[src/rtl/core/dcpid_pkg.sv]
`timescale 1ns / 1ps
// ----------------------------------------------------------------------------
// dcpid_pkg
// Shared types and constants of the dual-channel PID controller.
// ----------------------------------------------------------------------------
package dcpid_pkg;

   // Default number of control channels.
   localparam int CHANNEL_COUNT_DEF = 2;

   // Depth of the frequency history.
   localparam int WINDOW_DEPTH = 4;

   // Field widths.
   localparam int DATA_W  = 32;
   localparam int FREQ_W  = 31;
   localparam int INTEG_W = 48;
   localparam int DRIVE_W = 16;

   // Bit-serial arithmetic unit widths.
   localparam int MUL_A_W = 32;
   localparam int MUL_B_W = 48;
   localparam int MUL_P_W = MUL_A_W + MUL_B_W;
   localparam int DIV_N_W = 64;
   localparam int DIV_D_W = 32;

   // Largest frequency step, 1000 in Q15.16, that is not a glitch.
   localparam logic [FREQ_W-1:0] GLITCH_LIMIT = FREQ_W'(1000 * 65536);

   // Divisor that scales a frequency error.
   localparam logic [DIV_D_W-1:0] FREQ_SCALE = DIV_D_W'(500);

   // 100 percent in Q32.32.
   localparam logic signed [63:0] Q32_100 = 64'sh0000_0064_0000_0000;

   // Register indexes of the configuration port.
   typedef enum logic [2:0] {
      CSR_KP_A = 3'd0,
      CSR_KI_A = 3'd1,
      CSR_KD_A = 3'd2,
      CSR_KP_B = 3'd3,
      CSR_KI_B = 3'd4,
      CSR_KD_B = 3'd5,
      CSR_MODE = 3'd6
   } csr_index_type;

   // Item opcodes.
   typedef enum logic {
      OP_SAMPLE = 1'b0,
      OP_CLEAR  = 1'b1
   } opcode_type;

   // Result status codes.
   typedef enum logic [1:0] {
      ST_NORMAL     = 2'd0,
      ST_PRIMED     = 2'd1,
      ST_NO_FREQ    = 2'd2,
      ST_RESET_DONE = 2'd3
   } status_type;

   // Control of the frequency history.
   typedef struct packed {
      logic push;
      logic clear;
   } win_ctl_type;

   // What the frequency history reports.
   typedef struct packed {
      logic [FREQ_W-1:0] newest;
      logic              empty;
   } win_status_type;

endpackage

[src/rtl/core/dcpid_window.sv]
`timescale 1ns / 1ps
// ----------------------------------------------------------------------------
// dcpid_window
// Four-deep frequency history with glitch rejection.
// ----------------------------------------------------------------------------
module dcpid_window (
   input  logic                            clock,
   input  logic                            reset,
   input  dcpid_pkg::win_ctl_type          ctl,
   input  logic [dcpid_pkg::FREQ_W-1:0]    reading,
   output dcpid_pkg::win_status_type       stat
);
   import dcpid_pkg::*;

   logic [FREQ_W-1:0] win_ff [WINDOW_DEPTH];
   logic [FREQ_W-1:0] win_in [WINDOW_DEPTH];

   function automatic logic [FREQ_W-1:0] abs_diff(input logic [FREQ_W-1:0] a,
                                                  input logic [FREQ_W-1:0] b);
      return (a >= b) ? (a - b) : (b - a);
   endfunction

   // Clear the history, or shift in the newest reading, then repair or drop a glitch.
   always_comb begin
      win_in = win_ff;
      if (ctl.clear) begin
         for (int i = 0; i < WINDOW_DEPTH; i++) win_in[i] = '0;
      end else if (ctl.push) begin
         win_in[0] = win_ff[1];
         win_in[1] = win_ff[2];
         win_in[2] = win_ff[3];
         win_in[3] = reading;
         if (win_in[0] != '0 && abs_diff(win_in[3], win_in[2]) > GLITCH_LIMIT) begin
            if (abs_diff(win_in[2], win_in[1]) < GLITCH_LIMIT) begin
               win_in[3] = win_in[2];
            end else if (abs_diff(win_in[1], win_in[0]) < GLITCH_LIMIT) begin
               win_in[3] = win_in[1];
               win_in[2] = win_in[1];
            end else begin
               for (int i = 0; i < WINDOW_DEPTH; i++) win_in[i] = '0;
            end
         end
      end
   end

   always_ff @(posedge clock) begin
      if (reset) begin
         for (int i = 0; i < WINDOW_DEPTH; i++) win_ff[i] <= '0;
      end else begin
         win_ff <= win_in;
      end
   end

   assign stat.newest = win_ff[WINDOW_DEPTH-1];
   assign stat.empty  = (win_ff[0] == '0);

endmodule

[src/rtl/core/dcpid_mul.sv]
`timescale 1ns / 1ps
// ----------------------------------------------------------------------------
// dcpid_mul
// Bit-serial unsigned multiplier, one multiplier bit per cycle.
// ----------------------------------------------------------------------------
module dcpid_mul #(
   parameter int A_W = dcpid_pkg::MUL_A_W,
   parameter int B_W = dcpid_pkg::MUL_B_W
) (
   input  logic               clock,
   input  logic               reset,
   input  logic               start,
   input  logic [A_W-1:0]     a,
   input  logic [B_W-1:0]     b,
   output logic               done,
   output logic [A_W+B_W-1:0] product
);
   import dcpid_pkg::*;

   localparam int CNT_W = (A_W > 1) ? $clog2(A_W) : 1;

   logic             busy_ff;
   logic             done_ff;
   logic [CNT_W-1:0] cnt_ff;
   logic [B_W-1:0]   b_ff;
   logic [B_W-1:0]   hi_ff;
   logic [A_W-1:0]   lo_ff;
   logic [B_W:0]     sum;

   // Add the multiplicand when the current multiplier bit is set.
   assign sum = {1'b0, hi_ff} + (lo_ff[0] ? {1'b0, b_ff} : '0);

   always_ff @(posedge clock) begin
      if (reset) begin
         busy_ff <= 1'b0;
         done_ff <= 1'b0;
         cnt_ff  <= '0;
      end else begin
         done_ff <= busy_ff && (cnt_ff == '0);
         if (start) begin
            busy_ff <= 1'b1;
            cnt_ff  <= CNT_W'(A_W - 1);
            hi_ff   <= '0;
            lo_ff   <= a;
            b_ff    <= b;
         end else if (busy_ff) begin
            hi_ff  <= sum[B_W:1];
            lo_ff  <= {sum[0], lo_ff[A_W-1:1]};
            cnt_ff <= cnt_ff - 1'b1;
            if (cnt_ff == '0) busy_ff <= 1'b0;
         end
      end
   end

   assign done    = done_ff;
   assign product = {hi_ff, lo_ff};

endmodule

[src/rtl/core/dcpid_div.sv]
`timescale 1ns / 1ps
// ----------------------------------------------------------------------------
// dcpid_div
// Restoring unsigned divider, one quotient bit per cycle.
// ----------------------------------------------------------------------------
module dcpid_div #(
   parameter int N_W = dcpid_pkg::DIV_N_W,
   parameter int D_W = dcpid_pkg::DIV_D_W
) (
   input  logic           clock,
   input  logic           reset,
   input  logic           start,
   input  logic [N_W-1:0] dividend,
   input  logic [D_W-1:0] divisor,
   output logic           done,
   output logic [N_W-1:0] quotient
);
   import dcpid_pkg::*;

   localparam int CNT_W = (N_W > 1) ? $clog2(N_W) : 1;

   logic             busy_ff;
   logic             done_ff;
   logic [CNT_W-1:0] cnt_ff;
   logic [D_W-1:0]   d_ff;
   logic [D_W-1:0]   rem_ff;
   logic [N_W-1:0]   q_ff;
   logic [D_W:0]     shifted;
   logic [D_W:0]     trial;
   logic             fits;

   // Bring down the next dividend bit and try the subtraction.
   assign shifted = {rem_ff, q_ff[N_W-1]};
   assign trial   = shifted - {1'b0, d_ff};
   assign fits    = (shifted >= {1'b0, d_ff});

   always_ff @(posedge clock) begin
      if (reset) begin
         busy_ff <= 1'b0;
         done_ff <= 1'b0;
         cnt_ff  <= '0;
      end else begin
         done_ff <= busy_ff && (cnt_ff == '0);
         if (start) begin
            busy_ff <= 1'b1;
            cnt_ff  <= CNT_W'(N_W - 1);
            rem_ff  <= '0;
            q_ff    <= dividend;
            d_ff    <= divisor;
         end else if (busy_ff) begin
            rem_ff <= fits ? trial[D_W-1:0] : shifted[D_W-1:0];
            q_ff   <= {q_ff[N_W-2:0], fits};
            cnt_ff <= cnt_ff - 1'b1;
            if (cnt_ff == '0) busy_ff <= 1'b0;
         end
      end
   end

   assign done     = done_ff;
   assign quotient = q_ff;

endmodule

[src/rtl/core/dual_channel_pid_with_glitch_filter.sv]
`timescale 1ns / 1ps
// ----------------------------------------------------------------------------
// dual_channel_pid_with_glitch_filter
// Two-channel time-normalized PID controller with a frequency glitch filter.
// ----------------------------------------------------------------------------
// Usage:
//   The req_ channel takes one item at a time: a channel clear or a control
//   sample. The rsp_ channel returns exactly one item (drive, status) for each.
//   req_stall is high from acceptance until the result enters the output
//   register; the output register holds a result while rsp_stall is high and
//   the next item is accepted meanwhile.
//   From acceptance to rsp_valid, a clear or an out-of-range item goes
//   straight to the result stage; priming first forms the error, with one
//   divider pass in frequency mode. A full control sample takes up to three
//   passes of the shared 64-step divider, four in frequency mode, and five
//   passes of the shared 32-step multiplier. A skipped integral cap saves
//   one divider pass and a zero interval saves one multiplier pass and one
//   divider pass. The next item can be accepted in the same cycle as the
//   result of the previous one appears.
//   Reset clears the gains, the mode bits, both channels and the frequency
//   history; there is no clearing pass. csr_ writes take effect at once;
//   they are to be made while the block is idle, which it does not enforce.
// ----------------------------------------------------------------------------
module dual_channel_pid_with_glitch_filter #(
   parameter int CHANNEL_COUNT = dcpid_pkg::CHANNEL_COUNT_DEF
) (
   input  logic                                   clock,
   input  logic                                   reset,
   input  logic                                   req_valid,
   output logic                                   req_stall,
   input  logic                                   req_opcode,
   input  logic                                   req_channel,
   input  logic signed [dcpid_pkg::DATA_W-1:0]    req_measurement,
   input  logic signed [dcpid_pkg::DATA_W-1:0]    req_setpoint,
   input  logic        [dcpid_pkg::FREQ_W-1:0]    req_freq_reading,
   input  logic        [dcpid_pkg::DATA_W-1:0]    req_time_stamp,
   output logic                                   rsp_valid,
   input  logic                                   rsp_stall,
   output logic signed [dcpid_pkg::DRIVE_W-1:0]   rsp_drive,
   output logic        [1:0]                      rsp_status,
   input  logic                                   csr_wr_en,
   input  logic        [2:0]                      csr_index,
   input  logic        [dcpid_pkg::DATA_W-1:0]    csr_wdata
);
   import dcpid_pkg::*;

   typedef enum logic [4:0] {
      S_IDLE, S_ERR, S_ERR_DIV, S_CHECK, S_INC_MUL, S_INC_DIV, S_INC_ADD,
      S_CAP, S_CAP_DIV, S_UNI, S_DER, S_DER_MUL, S_DER_DIV, S_KP, S_KI, S_KD,
      S_SUM, S_DONE
   } state_type;

   localparam logic [47:0] MAG47    = 48'h8000_0000_0000;
   localparam logic [47:0] MAG47_M1 = 48'h7FFF_FFFF_FFFF;

   // Configuration registers.
   logic signed [DATA_W-1:0] kp_a_ff, ki_a_ff, kd_a_ff, kp_b_ff, ki_b_ff, kd_b_ff;
   logic [3:0]               mode_ff;

   // Channel state.
   logic signed [INTEG_W-1:0] integ_st_ff  [CHANNEL_COUNT];
   logic signed [DATA_W-1:0]  perr_st_ff   [CHANNEL_COUNT];
   logic        [DATA_W-1:0]  ptime_st_ff  [CHANNEL_COUNT];
   logic        [DATA_W-1:0]  norm_st_ff   [CHANNEL_COUNT];
   logic                      primed_st_ff [CHANNEL_COUNT];

   // Working registers of the current item.
   state_type                  state_ff;
   logic                       ch_ff;
   logic signed [DATA_W-1:0]   meas_ff, setp_ff;
   logic        [DATA_W-1:0]   now_ff;
   logic signed [DATA_W-1:0]   err_ff;
   logic        [DATA_W-1:0]   dt_ff, nrm_ff;
   logic        [INTEG_W-1:0]  inc_mag_ff;
   logic signed [INTEG_W-1:0]  integ_ff, der_ff;
   logic signed [63:0]         acc_ff;
   logic                       mneg_ff;
   logic signed [DRIVE_W-1:0]  res_drive_ff;
   status_type                 res_status_ff;
   logic                       rsp_valid_ff;
   logic signed [DRIVE_W-1:0]  rsp_drive_ff;
   status_type                 rsp_status_ff;

   // Arithmetic unit requests.
   logic                  mul_start_ff, div_start_ff;
   logic [MUL_A_W-1:0]    mul_a_ff;
   logic [MUL_B_W-1:0]    mul_b_ff;
   logic [DIV_N_W-1:0]    div_n_ff;
   logic [DIV_D_W-1:0]    div_d_ff;
   logic                  mul_done, div_done;
   logic [MUL_P_W-1:0]    mul_p;
   logic [DIV_N_W-1:0]    div_q;

   win_ctl_type           win_ctl;
   win_status_type        win_stat;

   // Combinational helpers.
   logic                      accept, ch_ok, fmode, bipolar;
   logic signed [DATA_W-1:0]  kp_sel, ki_sel, kd_sel;
   logic        [DATA_W-1:0]  err_abs, ki_abs, kp_abs, kd_abs;
   logic        [32:0]        fdiff, fmag, tdiff, ddiff, dmag;
   logic signed [DATA_W-1:0]  err_temp;
   logic        [DATA_W-1:0]  dt_now, nrm_pick;
   logic        [48:0]        isum;
   logic signed [INTEG_W-1:0] integ_add;
   logic        [INTEG_W-1:0] integ_abs, der_abs;
   logic signed [63:0]        prod_sat, acc_clamp, acc_mag;
   logic        [14:0]        drive_mag;
   logic signed [DRIVE_W-1:0] drive_val;

   function automatic logic [DATA_W-1:0] abs32(input logic signed [DATA_W-1:0] v);
      return v[DATA_W-1] ? (~v + 1'b1) : v;
   endfunction

   function automatic logic [INTEG_W-1:0] abs48(input logic signed [INTEG_W-1:0] v);
      return v[INTEG_W-1] ? (~v + 1'b1) : v;
   endfunction

   // Product magnitude capped at 2^61, then signed.
   function automatic logic signed [63:0] sat61(input logic [MUL_P_W-1:0] p,
                                                 input logic neg);
      logic        over;
      logic [63:0] m;
      over = (|p[MUL_P_W-1:62]) || (p[61] && (|p[60:0]));
      m    = over ? 64'h2000_0000_0000_0000 : {2'b00, p[61:0]};
      return neg ? -$signed(m) : $signed(m);
   endfunction

   dcpid_window u_window (
      .clock   (clock),
      .reset   (reset),
      .ctl     (win_ctl),
      .reading (req_freq_reading),
      .stat    (win_stat)
   );

   dcpid_mul #(.A_W(MUL_A_W), .B_W(MUL_B_W)) u_mul (
      .clock   (clock),
      .reset   (reset),
      .start   (mul_start_ff),
      .a       (mul_a_ff),
      .b       (mul_b_ff),
      .done    (mul_done),
      .product (mul_p)
   );

   dcpid_div #(.N_W(DIV_N_W), .D_W(DIV_D_W)) u_div (
      .clock    (clock),
      .reset    (reset),
      .start    (div_start_ff),
      .dividend (div_n_ff),
      .divisor  (div_d_ff),
      .done     (div_done),
      .quotient (div_q)
   );

   // Handshake and frequency history control.
   assign req_stall     = (state_ff != S_IDLE);
   assign accept        = req_valid && (state_ff == S_IDLE);
   assign ch_ok         = (int'(req_channel) < CHANNEL_COUNT);
   assign win_ctl.push  = accept && (req_opcode == OP_SAMPLE) && ch_ok;
   assign win_ctl.clear = accept && (req_opcode == OP_CLEAR) && ch_ok;

   // Channel selection and the datapath between the arithmetic units.
   always_comb begin
      kp_sel  = ch_ff ? kp_b_ff : kp_a_ff;
      ki_sel  = ch_ff ? ki_b_ff : ki_a_ff;
      kd_sel  = ch_ff ? kd_b_ff : kd_a_ff;
      fmode   = mode_ff[{1'b0, ch_ff}];
      bipolar = mode_ff[{1'b1, ch_ff}];
      err_abs = abs32(err_ff);
      kp_abs  = abs32(kp_sel);
      ki_abs  = abs32(ki_sel);
      kd_abs  = abs32(kd_sel);

      // Frequency error before the scaling division.
      fdiff = {2'b00, win_stat.newest} - {setp_ff[DATA_W-1], setp_ff};
      fmag  = fdiff[32] ? (~fdiff + 1'b1) : fdiff;

      // Temperature error, saturated to 32 bits.
      tdiff = {meas_ff[DATA_W-1], meas_ff} - {setp_ff[DATA_W-1], setp_ff};
      if (tdiff[32] != tdiff[31]) begin
         err_temp = tdiff[32] ? 32'sh8000_0000 : 32'sh7FFF_FFFF;
      end else begin
         err_temp = $signed(tdiff[31:0]);
      end

      dt_now   = now_ff - ptime_st_ff[ch_ff];
      nrm_pick = (norm_st_ff[ch_ff] == '0) ? dt_now : norm_st_ff[ch_ff];

      // Integral plus increment, saturated to 48 bits.
      isum = {integ_ff[INTEG_W-1], integ_ff} +
             (err_ff[DATA_W-1] ? (~{1'b0, inc_mag_ff} + 1'b1) : {1'b0, inc_mag_ff});
      if (isum[48] != isum[47]) begin
         integ_add = isum[48] ? $signed(MAG47) : $signed(MAG47_M1);
      end else begin
         integ_add = $signed(isum[47:0]);
      end
      integ_abs = abs48(integ_ff);
      der_abs   = abs48(der_ff);

      // Change of error since the last sample.
      ddiff = {err_ff[DATA_W-1], err_ff} -
              {perr_st_ff[ch_ff][DATA_W-1], perr_st_ff[ch_ff]};
      dmag  = ddiff[32] ? (~ddiff + 1'b1) : ddiff;

      prod_sat = sat61(mul_p, mneg_ff);

      // Limit to +-100 percent and convert to Q8.8.
      if (acc_ff > Q32_100) begin
         acc_clamp = Q32_100;
      end else if (acc_ff < -Q32_100) begin
         acc_clamp = -Q32_100;
      end else begin
         acc_clamp = acc_ff;
      end
      acc_mag   = acc_clamp[63] ? -acc_clamp : acc_clamp;
      drive_mag = acc_mag[38:24];
      drive_val = (acc_clamp[63] ^ fmode) ? -$signed({1'b0, drive_mag})
                                          : $signed({1'b0, drive_mag});
   end

   // Configuration registers.
   always_ff @(posedge clock) begin
      if (reset) begin
         kp_a_ff <= '0;
         ki_a_ff <= '0;
         kd_a_ff <= '0;
         kp_b_ff <= '0;
         ki_b_ff <= '0;
         kd_b_ff <= '0;
         mode_ff <= '0;
      end else if (csr_wr_en) begin
         case (csr_index)
            CSR_KP_A: kp_a_ff <= $signed(csr_wdata);
            CSR_KI_A: ki_a_ff <= $signed(csr_wdata);
            CSR_KD_A: kd_a_ff <= $signed(csr_wdata);
            CSR_KP_B: kp_b_ff <= $signed(csr_wdata);
            CSR_KI_B: ki_b_ff <= $signed(csr_wdata);
            CSR_KD_B: kd_b_ff <= $signed(csr_wdata);
            CSR_MODE: mode_ff <= csr_wdata[3:0];
            default:  ;
         endcase
      end
   end

   // Sequencer, channel state and result register.
   always_ff @(posedge clock) begin
      if (reset) begin
         state_ff      <= S_IDLE;
         rsp_valid_ff  <= 1'b0;
         mul_start_ff  <= 1'b0;
         div_start_ff  <= 1'b0;
         for (int i = 0; i < CHANNEL_COUNT; i++) begin
            integ_st_ff[i]  <= '0;
            perr_st_ff[i]   <= '0;
            ptime_st_ff[i]  <= '0;
            norm_st_ff[i]   <= '0;
            primed_st_ff[i] <= 1'b0;
         end
      end else begin
         mul_start_ff <= 1'b0;
         div_start_ff <= 1'b0;
         if (rsp_valid_ff && !rsp_stall) rsp_valid_ff <= 1'b0;

         case (state_ff)
            S_IDLE: begin
               if (accept) begin
                  ch_ff        <= req_channel;
                  meas_ff      <= req_measurement;
                  setp_ff      <= req_setpoint;
                  now_ff       <= req_time_stamp;
                  res_drive_ff <= '0;
                  if (req_opcode == OP_CLEAR) begin
                     if (ch_ok) begin
                        integ_st_ff[req_channel]  <= '0;
                        perr_st_ff[req_channel]   <= '0;
                        ptime_st_ff[req_channel]  <= '0;
                        norm_st_ff[req_channel]   <= '0;
                        primed_st_ff[req_channel] <= 1'b0;
                     end
                     res_status_ff <= ST_RESET_DONE;
                     state_ff      <= S_DONE;
                  end else if (!ch_ok) begin
                     res_status_ff <= ST_NORMAL;
                     state_ff      <= S_DONE;
                  end else begin
                     state_ff <= S_ERR;
                  end
               end
            end

            // Error from temperature, or frequency scaled by a division.
            S_ERR: begin
               if (fmode) begin
                  div_start_ff <= 1'b1;
                  div_n_ff     <= {31'd0, fmag};
                  div_d_ff     <= FREQ_SCALE;
                  mneg_ff      <= fdiff[32];
                  state_ff     <= S_ERR_DIV;
               end else begin
                  err_ff   <= err_temp;
                  state_ff <= S_CHECK;
               end
            end

            S_ERR_DIV: begin
               if (div_done) begin
                  err_ff   <= mneg_ff ? -$signed(div_q[DATA_W-1:0])
                                      : $signed(div_q[DATA_W-1:0]);
                  state_ff <= S_CHECK;
               end
            end

            // Missing frequency, priming, or the start of the full update.
            S_CHECK: begin
               if (fmode && win_stat.empty) begin
                  res_status_ff <= ST_NO_FREQ;
                  state_ff      <= S_DONE;
               end else if (!primed_st_ff[ch_ff]) begin
                  ptime_st_ff[ch_ff]  <= now_ff;
                  perr_st_ff[ch_ff]   <= err_ff;
                  primed_st_ff[ch_ff] <= 1'b1;
                  res_status_ff       <= ST_PRIMED;
                  state_ff            <= S_DONE;
               end else begin
                  dt_ff      <= dt_now;
                  nrm_ff     <= nrm_pick;
                  integ_ff   <= integ_st_ff[ch_ff];
                  inc_mag_ff <= '0;
                  if (nrm_pick != '0) begin
                     mul_start_ff <= 1'b1;
                     mul_a_ff     <= dt_now;
                     mul_b_ff     <= {16'd0, err_abs};
                     state_ff     <= S_INC_MUL;
                  end else begin
                     state_ff <= S_INC_ADD;
                  end
               end
            end

            S_INC_MUL: begin
               if (mul_done) begin
                  div_start_ff <= 1'b1;
                  div_n_ff     <= mul_p[DIV_N_W-1:0];
                  div_d_ff     <= nrm_ff;
                  state_ff     <= S_INC_DIV;
               end
            end

            S_INC_DIV: begin
               if (div_done) begin
                  inc_mag_ff <= (div_q > {16'd0, MAG47}) ? MAG47 : div_q[INTEG_W-1:0];
                  state_ff   <= S_INC_ADD;
               end
            end

            S_INC_ADD: begin
               integ_ff <= integ_add;
               state_ff <= S_CAP;
            end

            // Cap so that the integral term stays within 100 percent.
            S_CAP: begin
               if (ki_sel != '0 && integ_ff != '0 &&
                   ki_sel[DATA_W-1] == integ_ff[INTEG_W-1]) begin
                  div_start_ff <= 1'b1;
                  div_n_ff     <= Q32_100;
                  div_d_ff     <= ki_abs;
                  state_ff     <= S_CAP_DIV;
               end else begin
                  state_ff <= S_UNI;
               end
            end

            S_CAP_DIV: begin
               if (div_done) begin
                  if ({16'd0, integ_abs} > div_q) begin
                     integ_ff <= ki_sel[DATA_W-1] ? -$signed(div_q[INTEG_W-1:0])
                                                  : $signed(div_q[INTEG_W-1:0]);
                  end
                  state_ff <= S_UNI;
               end
            end

            // A unipolar load cannot use an integral of the wrong sign.
            S_UNI: begin
               if (!bipolar && integ_ff != '0 &&
                   ((!fmode && !integ_ff[INTEG_W-1]) ||
                    (fmode && integ_ff[INTEG_W-1]))) begin
                  integ_ff <= '0;
               end
               state_ff <= S_DER;
            end

            // Derivative, normalized by the interval.
            S_DER: begin
               mul_start_ff <= 1'b1;
               if (dt_ff != '0) begin
                  mul_a_ff <= nrm_ff;
                  mul_b_ff <= {15'd0, dmag};
                  mneg_ff  <= ddiff[32];
                  state_ff <= S_DER_MUL;
               end else begin
                  der_ff   <= '0;
                  mul_a_ff <= kp_abs;
                  mul_b_ff <= {16'd0, err_abs};
                  mneg_ff  <= kp_sel[DATA_W-1] ^ err_ff[DATA_W-1];
                  state_ff <= S_KP;
               end
            end

            S_DER_MUL: begin
               if (mul_done) begin
                  div_start_ff <= 1'b1;
                  div_n_ff     <= mul_p[DIV_N_W-1:0];
                  div_d_ff     <= dt_ff;
                  state_ff     <= S_DER_DIV;
               end
            end

            S_DER_DIV: begin
               if (div_done) begin
                  if (div_q > {16'd0, MAG47_M1}) begin
                     der_ff <= mneg_ff ? -$signed(MAG47_M1) : $signed(MAG47_M1);
                  end else begin
                     der_ff <= mneg_ff ? -$signed(div_q[INTEG_W-1:0])
                                       : $signed(div_q[INTEG_W-1:0]);
                  end
                  mul_start_ff <= 1'b1;
                  mul_a_ff     <= kp_abs;
                  mul_b_ff     <= {16'd0, err_abs};
                  mneg_ff      <= kp_sel[DATA_W-1] ^ err_ff[DATA_W-1];
                  state_ff     <= S_KP;
               end
            end

            // Sum of the three saturated gain products.
            S_KP: begin
               if (mul_done) begin
                  acc_ff       <= prod_sat;
                  mul_start_ff <= 1'b1;
                  mul_a_ff     <= ki_abs;
                  mul_b_ff     <= integ_abs;
                  mneg_ff      <= ki_sel[DATA_W-1] ^ integ_ff[INTEG_W-1];
                  state_ff     <= S_KI;
               end
            end

            S_KI: begin
               if (mul_done) begin
                  acc_ff       <= acc_ff + prod_sat;
                  mul_start_ff <= 1'b1;
                  mul_a_ff     <= kd_abs;
                  mul_b_ff     <= der_abs;
                  mneg_ff      <= kd_sel[DATA_W-1] ^ der_ff[INTEG_W-1];
                  state_ff     <= S_KD;
               end
            end

            S_KD: begin
               if (mul_done) begin
                  acc_ff   <= acc_ff + prod_sat;
                  state_ff <= S_SUM;
               end
            end

            // Drive value and channel state update.
            S_SUM: begin
               res_drive_ff       <= drive_val;
               res_status_ff      <= ST_NORMAL;
               integ_st_ff[ch_ff] <= integ_ff;
               norm_st_ff[ch_ff]  <= nrm_ff;
               ptime_st_ff[ch_ff] <= now_ff;
               perr_st_ff[ch_ff]  <= err_ff;
               state_ff           <= S_DONE;
            end

            // Hand the result to the output register once it is free.
            S_DONE: begin
               if (!rsp_valid_ff || !rsp_stall) begin
                  rsp_valid_ff  <= 1'b1;
                  rsp_drive_ff  <= res_drive_ff;
                  rsp_status_ff <= res_status_ff;
                  state_ff      <= S_IDLE;
               end
            end

            default: state_ff <= S_IDLE;
         endcase
      end
   end

   assign rsp_valid  = rsp_valid_ff;
   assign rsp_drive  = rsp_drive_ff;
   assign rsp_status = rsp_status_ff;

endmodule

[config.mk]
export PLATFORM = sky130hd
export DESIGN_NAME = dual_channel_pid_with_glitch_filter
export DESIGN_NICKNAME = d
export VERILOG_FILES = /design/src/rtl/core/dcpid_pkg.sv /design/src/rtl/core/dcpid_window.sv /design/src/rtl/core/dcpid_mul.sv /design/src/rtl/core/dcpid_div.sv /design/src/rtl/core/dual_channel_pid_with_glitch_filter.sv
export SDC_FILE = /design/constraint.sdc
export NUM_CORES = 2
export LEC_CHECK = 0
export BUFFER_PORTS_ARGS = -buffer_cell sky130_fd_sc_hd__clkbuf_2
export CORE_ASPECT_RATIO = 0.8
export CORE_MARGIN = 5
export CORE_UTILIZATION = 60
export DETAILED_ROUTE_END_ITERATION = 8
export GPL_ROUTABILITY_DRIVEN = 1
export PLACE_DENSITY = 0.8
export SYNTH_ARGS = -nofsm -noshare
export SYNTH_HDL_FRONTEND = slang
export SYNTH_SLANG_ARGS = --single-unit
[constraint.sdc]
create_clock -name clock -period 10.82 [get_ports clock]
set_clock_uncertainty 0.15 [all_clocks]
set_input_delay 1.082 -clock clock [delete_from_list [all_inputs] [get_ports clock]]
set_output_delay 1.082 -clock clock [all_outputs]
set_load 0.02 [all_outputs]
==> impl_metrics.toml <==
[sta]
hold_viol_final = 0
finalCritPeriodShare_pct = 77.7
worst_pin_slew_ns = 1.30
finalSetupViolCount = 0
relSlewSlack_pct = 13.6
clock.fmax_mhz = 119
period_needed_ns = 8.41
rsz0062_at_grt = "no"
maxSlewViolCount = 0
fin_tns_setup_ns = 0

[floorplanning]
initial_core_util_pct = 60.3
die-area_um2 = 173000
die_w_um = 464
fp.dieH_um = 373
coreArea_um2 = 164000
io_pins = 189
row_count = 133

[detailed_routing]
post-route-drc-count = 0
antenna_left = 0
avgRoutedWirePerCell_um = 26.3
drt_iter0_markers = 12300
via_count = 85900
wl_um = 338000
viasPerCell = 6.67
drtPass1Iterations = 7

[yosys]
synth_top_cell_by_area = "edfxtp_1"
synth_flop_cell = "edfxtp_1"
synth.lib_cells_used.distinct = 113
yosys_warnings = 0
yosysMostFrequentCell = "nand2_1"
yosys-top-cells-area = "edfxtp_1, ha_1, dfxtp_1"
avgSynthCellArea_um2 = 9.31
synth_nets = 11400
seq_area_frac_synth_pct = 42.2
yosys.area.top_type_share_pct = 35.2
synth_area_um2 = 98900
synth-seq-cells = 1504
yosys-top-cells-count = "nand2_1, edfxtp_1, a21oi_1"
synth_enable_flop_cells = 1160
synthArstFlopShare_pct = 0
netlist_instances = 10600

[clocking]
cts.sinks = 1504
numCtsBuffers = 155
cts-root-buf = "clkbuf_16"
ctsHoldBuffers = 0
cts_buffer_depth = 3
post_cts_buffers = 0
h-tree-depth = 4
clk_latency_ns = 0.87
clk_pin_slew_ns = 0.07
tritoncts = "built"
cts_resized = 0

[setup_path]
slowest_delay_ns = 0.62
path_delay_family = "simple AND/OR/NAND/NOR gates"
critical_path.most_common_cell = "nor2_1"
critPathSlowestCell = "or4_1"
r2r_setup_slack_ns = 2.41
r2r_cells = 26
critPathKind = "reg2reg"
timing.rr.start = "u_mul.lo_ff[1]"
arrival_ns = 8.82
critPathBufInv = 1
regToRegEndpoint = "acc_ff[59]"
crit_path_end_kind = "flop"
crit_path_start_kind = "flop"
path_max_fanout = 29
cp_data_required_time_ns = 11.23

[final_layout]
finalNetCount = 11300
postLayoutCoreUtil_pct = 65.5
area_delta_synth_final_pct = 8.68
nFillCells = 13000
drive_gt1_share_pct = 8.14
fin_cells = 12900

[grt]
grt_max_degree = 134
grt_pass1_vias = 79700
grtUsageTotal_pct = 37.6
gr-total-overflow = 0
grt_pass1_wl_um = 501000
antenna_found_initial = 26

[worst_hold_path]
hold-path-cell-count = 1
hp-start = "req_time_stamp[6]"
min_to = "now_ff[6]"
hold_path_class = "in2reg"

[place]
portBuffers = 188
gp_congestion = 1.06
place_inst = 12600
dp_hpwl_um = 255000

[power]
power_mw = 20.7
p_leak_nw = 40.9
peakVddDrop_mv = 0.192
power.density_nw_per_um2 = 193

[job]
drv_cap = 0

[status]
status = "complete, no violations"
## where the power goes
part	switching (mW)	internal, mW	leakage [nW]	total [mW]
clock network	2.53	3.32	2.67	5.85
logic	5.04	2.43	24.3	7.47
registers	0.433	6.96	13.9	7.39
## how the worst max path moves through the flow
stage                   startpoint         end  slack, ns  depth (start not counted)
floorplan                    reset   der_ff[0]       0.99                          3
global route        u_mul.lo_ff[4]  acc_ff[61]       1.98                         27
global placement    u_mul.lo_ff[4]  acc_ff[59]       2.82                         26
finish              u_mul.lo_ff[1]  acc_ff[59]       2.41                         26
detailed placement  u_mul.lo_ff[4]  acc_ff[59]       2.73                         26
CTS                 u_mul.lo_ff[4]  acc_ff[59]       2.67                         26
## state kept, by name, indices dropped and copies added, names as in the netlist, 48 cells and up, named ones only
name	cells
inc_mag_ff	48
integ_st_ff	96
acc_ff	64
der_ff	48
mul_b_ff	48
integ_ff	48
ptime_st_ff	64
u_mul.b_ff	48
perr_st_ff	64
u_window.win_ff	93
u_div.quotient	64
div_n_ff	64
u_mul.hi_ff	48
norm_st_ff	64
## layer usage
layer  GRT usage, %  share of wire (%)  up-vias
li1               -                  -    38700
met1           53.2                 41    41100
met2           53.0                 41     5227
met3           11.6                 13      800
met4           16.9                5.4       18
met5              0              0.045        -
## cell usage in the layout, fill, tap and decap left out, types with 102 or more instances in the layout
master / Yosys / routed
nand2_1: 1209 / 1206
edfxtp_1: 1160 / 1160
a21oi_1: 934 / 928
o21ai_0: 739 / 739
nor2_1: 711 / 692
ha_1: 573 / 573
xnor2_1: 486 / 485
and2_1: 442 / 442
inv_1: 421 / 421
dfxtp_1: 344 / 341
mux2i_1: 287 / 284
xor2_1: 275 / 275
a21o_1: 224 / 224
nor3_1: 200 / 193
clkbuf_2: 0 / 187
clkbuf_16: 0 / 159
nand3_1: 135 / 133
buf_4: 3 / 124
nor4_1: 120 / 120
o31ai_1: 109 / 109
nand4_1: 102 / 102
## stage by stage
stage / worst slack, ns / hold WS (ns) / instance area, µm²
floorplan: 0.986 / 0.250 / 98900
global placement: 2.82 / 0.251 / 102000
detailed placement: 2.73 / 0.255 / 102000
CTS: 2.67 / 0.205 / 107000
global route: 1.98 / 0.215 / 107000
finish: 2.41 / 0.238 / 107000
## cell type report
cell class | instances | area (µm²) | area share (%)
Multi-Input combinational cell | 8164 | 53900 | 50.2
Antenna cell | 15 | 37.5 | 0.0349
Sequential cell | 1504 | 41700 | 38.8
Tap cell | 2160 | 2700 | 2.52
Clock buffer | 191 | 4220 | 3.93
Timing Repair Buffer | 312 | 1880 | 1.75
Clock inverter | 100 | 1380 | 1.29
Inverter | 427 | 1600 | 1.49
## kinds of logic (layout without fill, tap and decap cells)
group                    count (synthesis)  in the layout  share of synthesized area (%)
flip-flops                            1504           1504                           42.2
XOR/XNOR                               761            761                           6.74
other                                    0             15                              0
buffers and inverters                  951           1030                           3.72
adder cells (fa/ha/maj)                588            588                           7.51
AO/OA/AOI/OAI                         2998           2998                           19.2
AND/OR/NAND/NOR                       3466           3466                           17.0
multiplexers                           351            351                           3.63
## worst reg2reg max path, stage by stage, from the launching register on
cell and delay [ns]:
edfxtp_1 0.44, or3_1 0.46, nand4b_1 0.42, or4_1 0.62, or3_4 0.41, nor2_1 0.12
nand3_1 0.17, a21oi_4 0.36, nand2_1 0.15, ha_1 0.21, buf_4 0.25, nor2_1 0.22
nor2_1 0.22, a311oi_1 0.37, ha_1 0.33, or4_1 0.14, o21ai_0 0.10, a211o_1 0.32
a31oi_1 0.59, a211oi_1 0.23, nor4bb_1 0.61, o211ai_1 0.26, a21oi_1 0.29, o21ai_0 0.15
nor2b_1 0.16, xnor2_1 0.12, mux2_2 0.26
No activity file was read; power rests on OpenSTA's default activity.
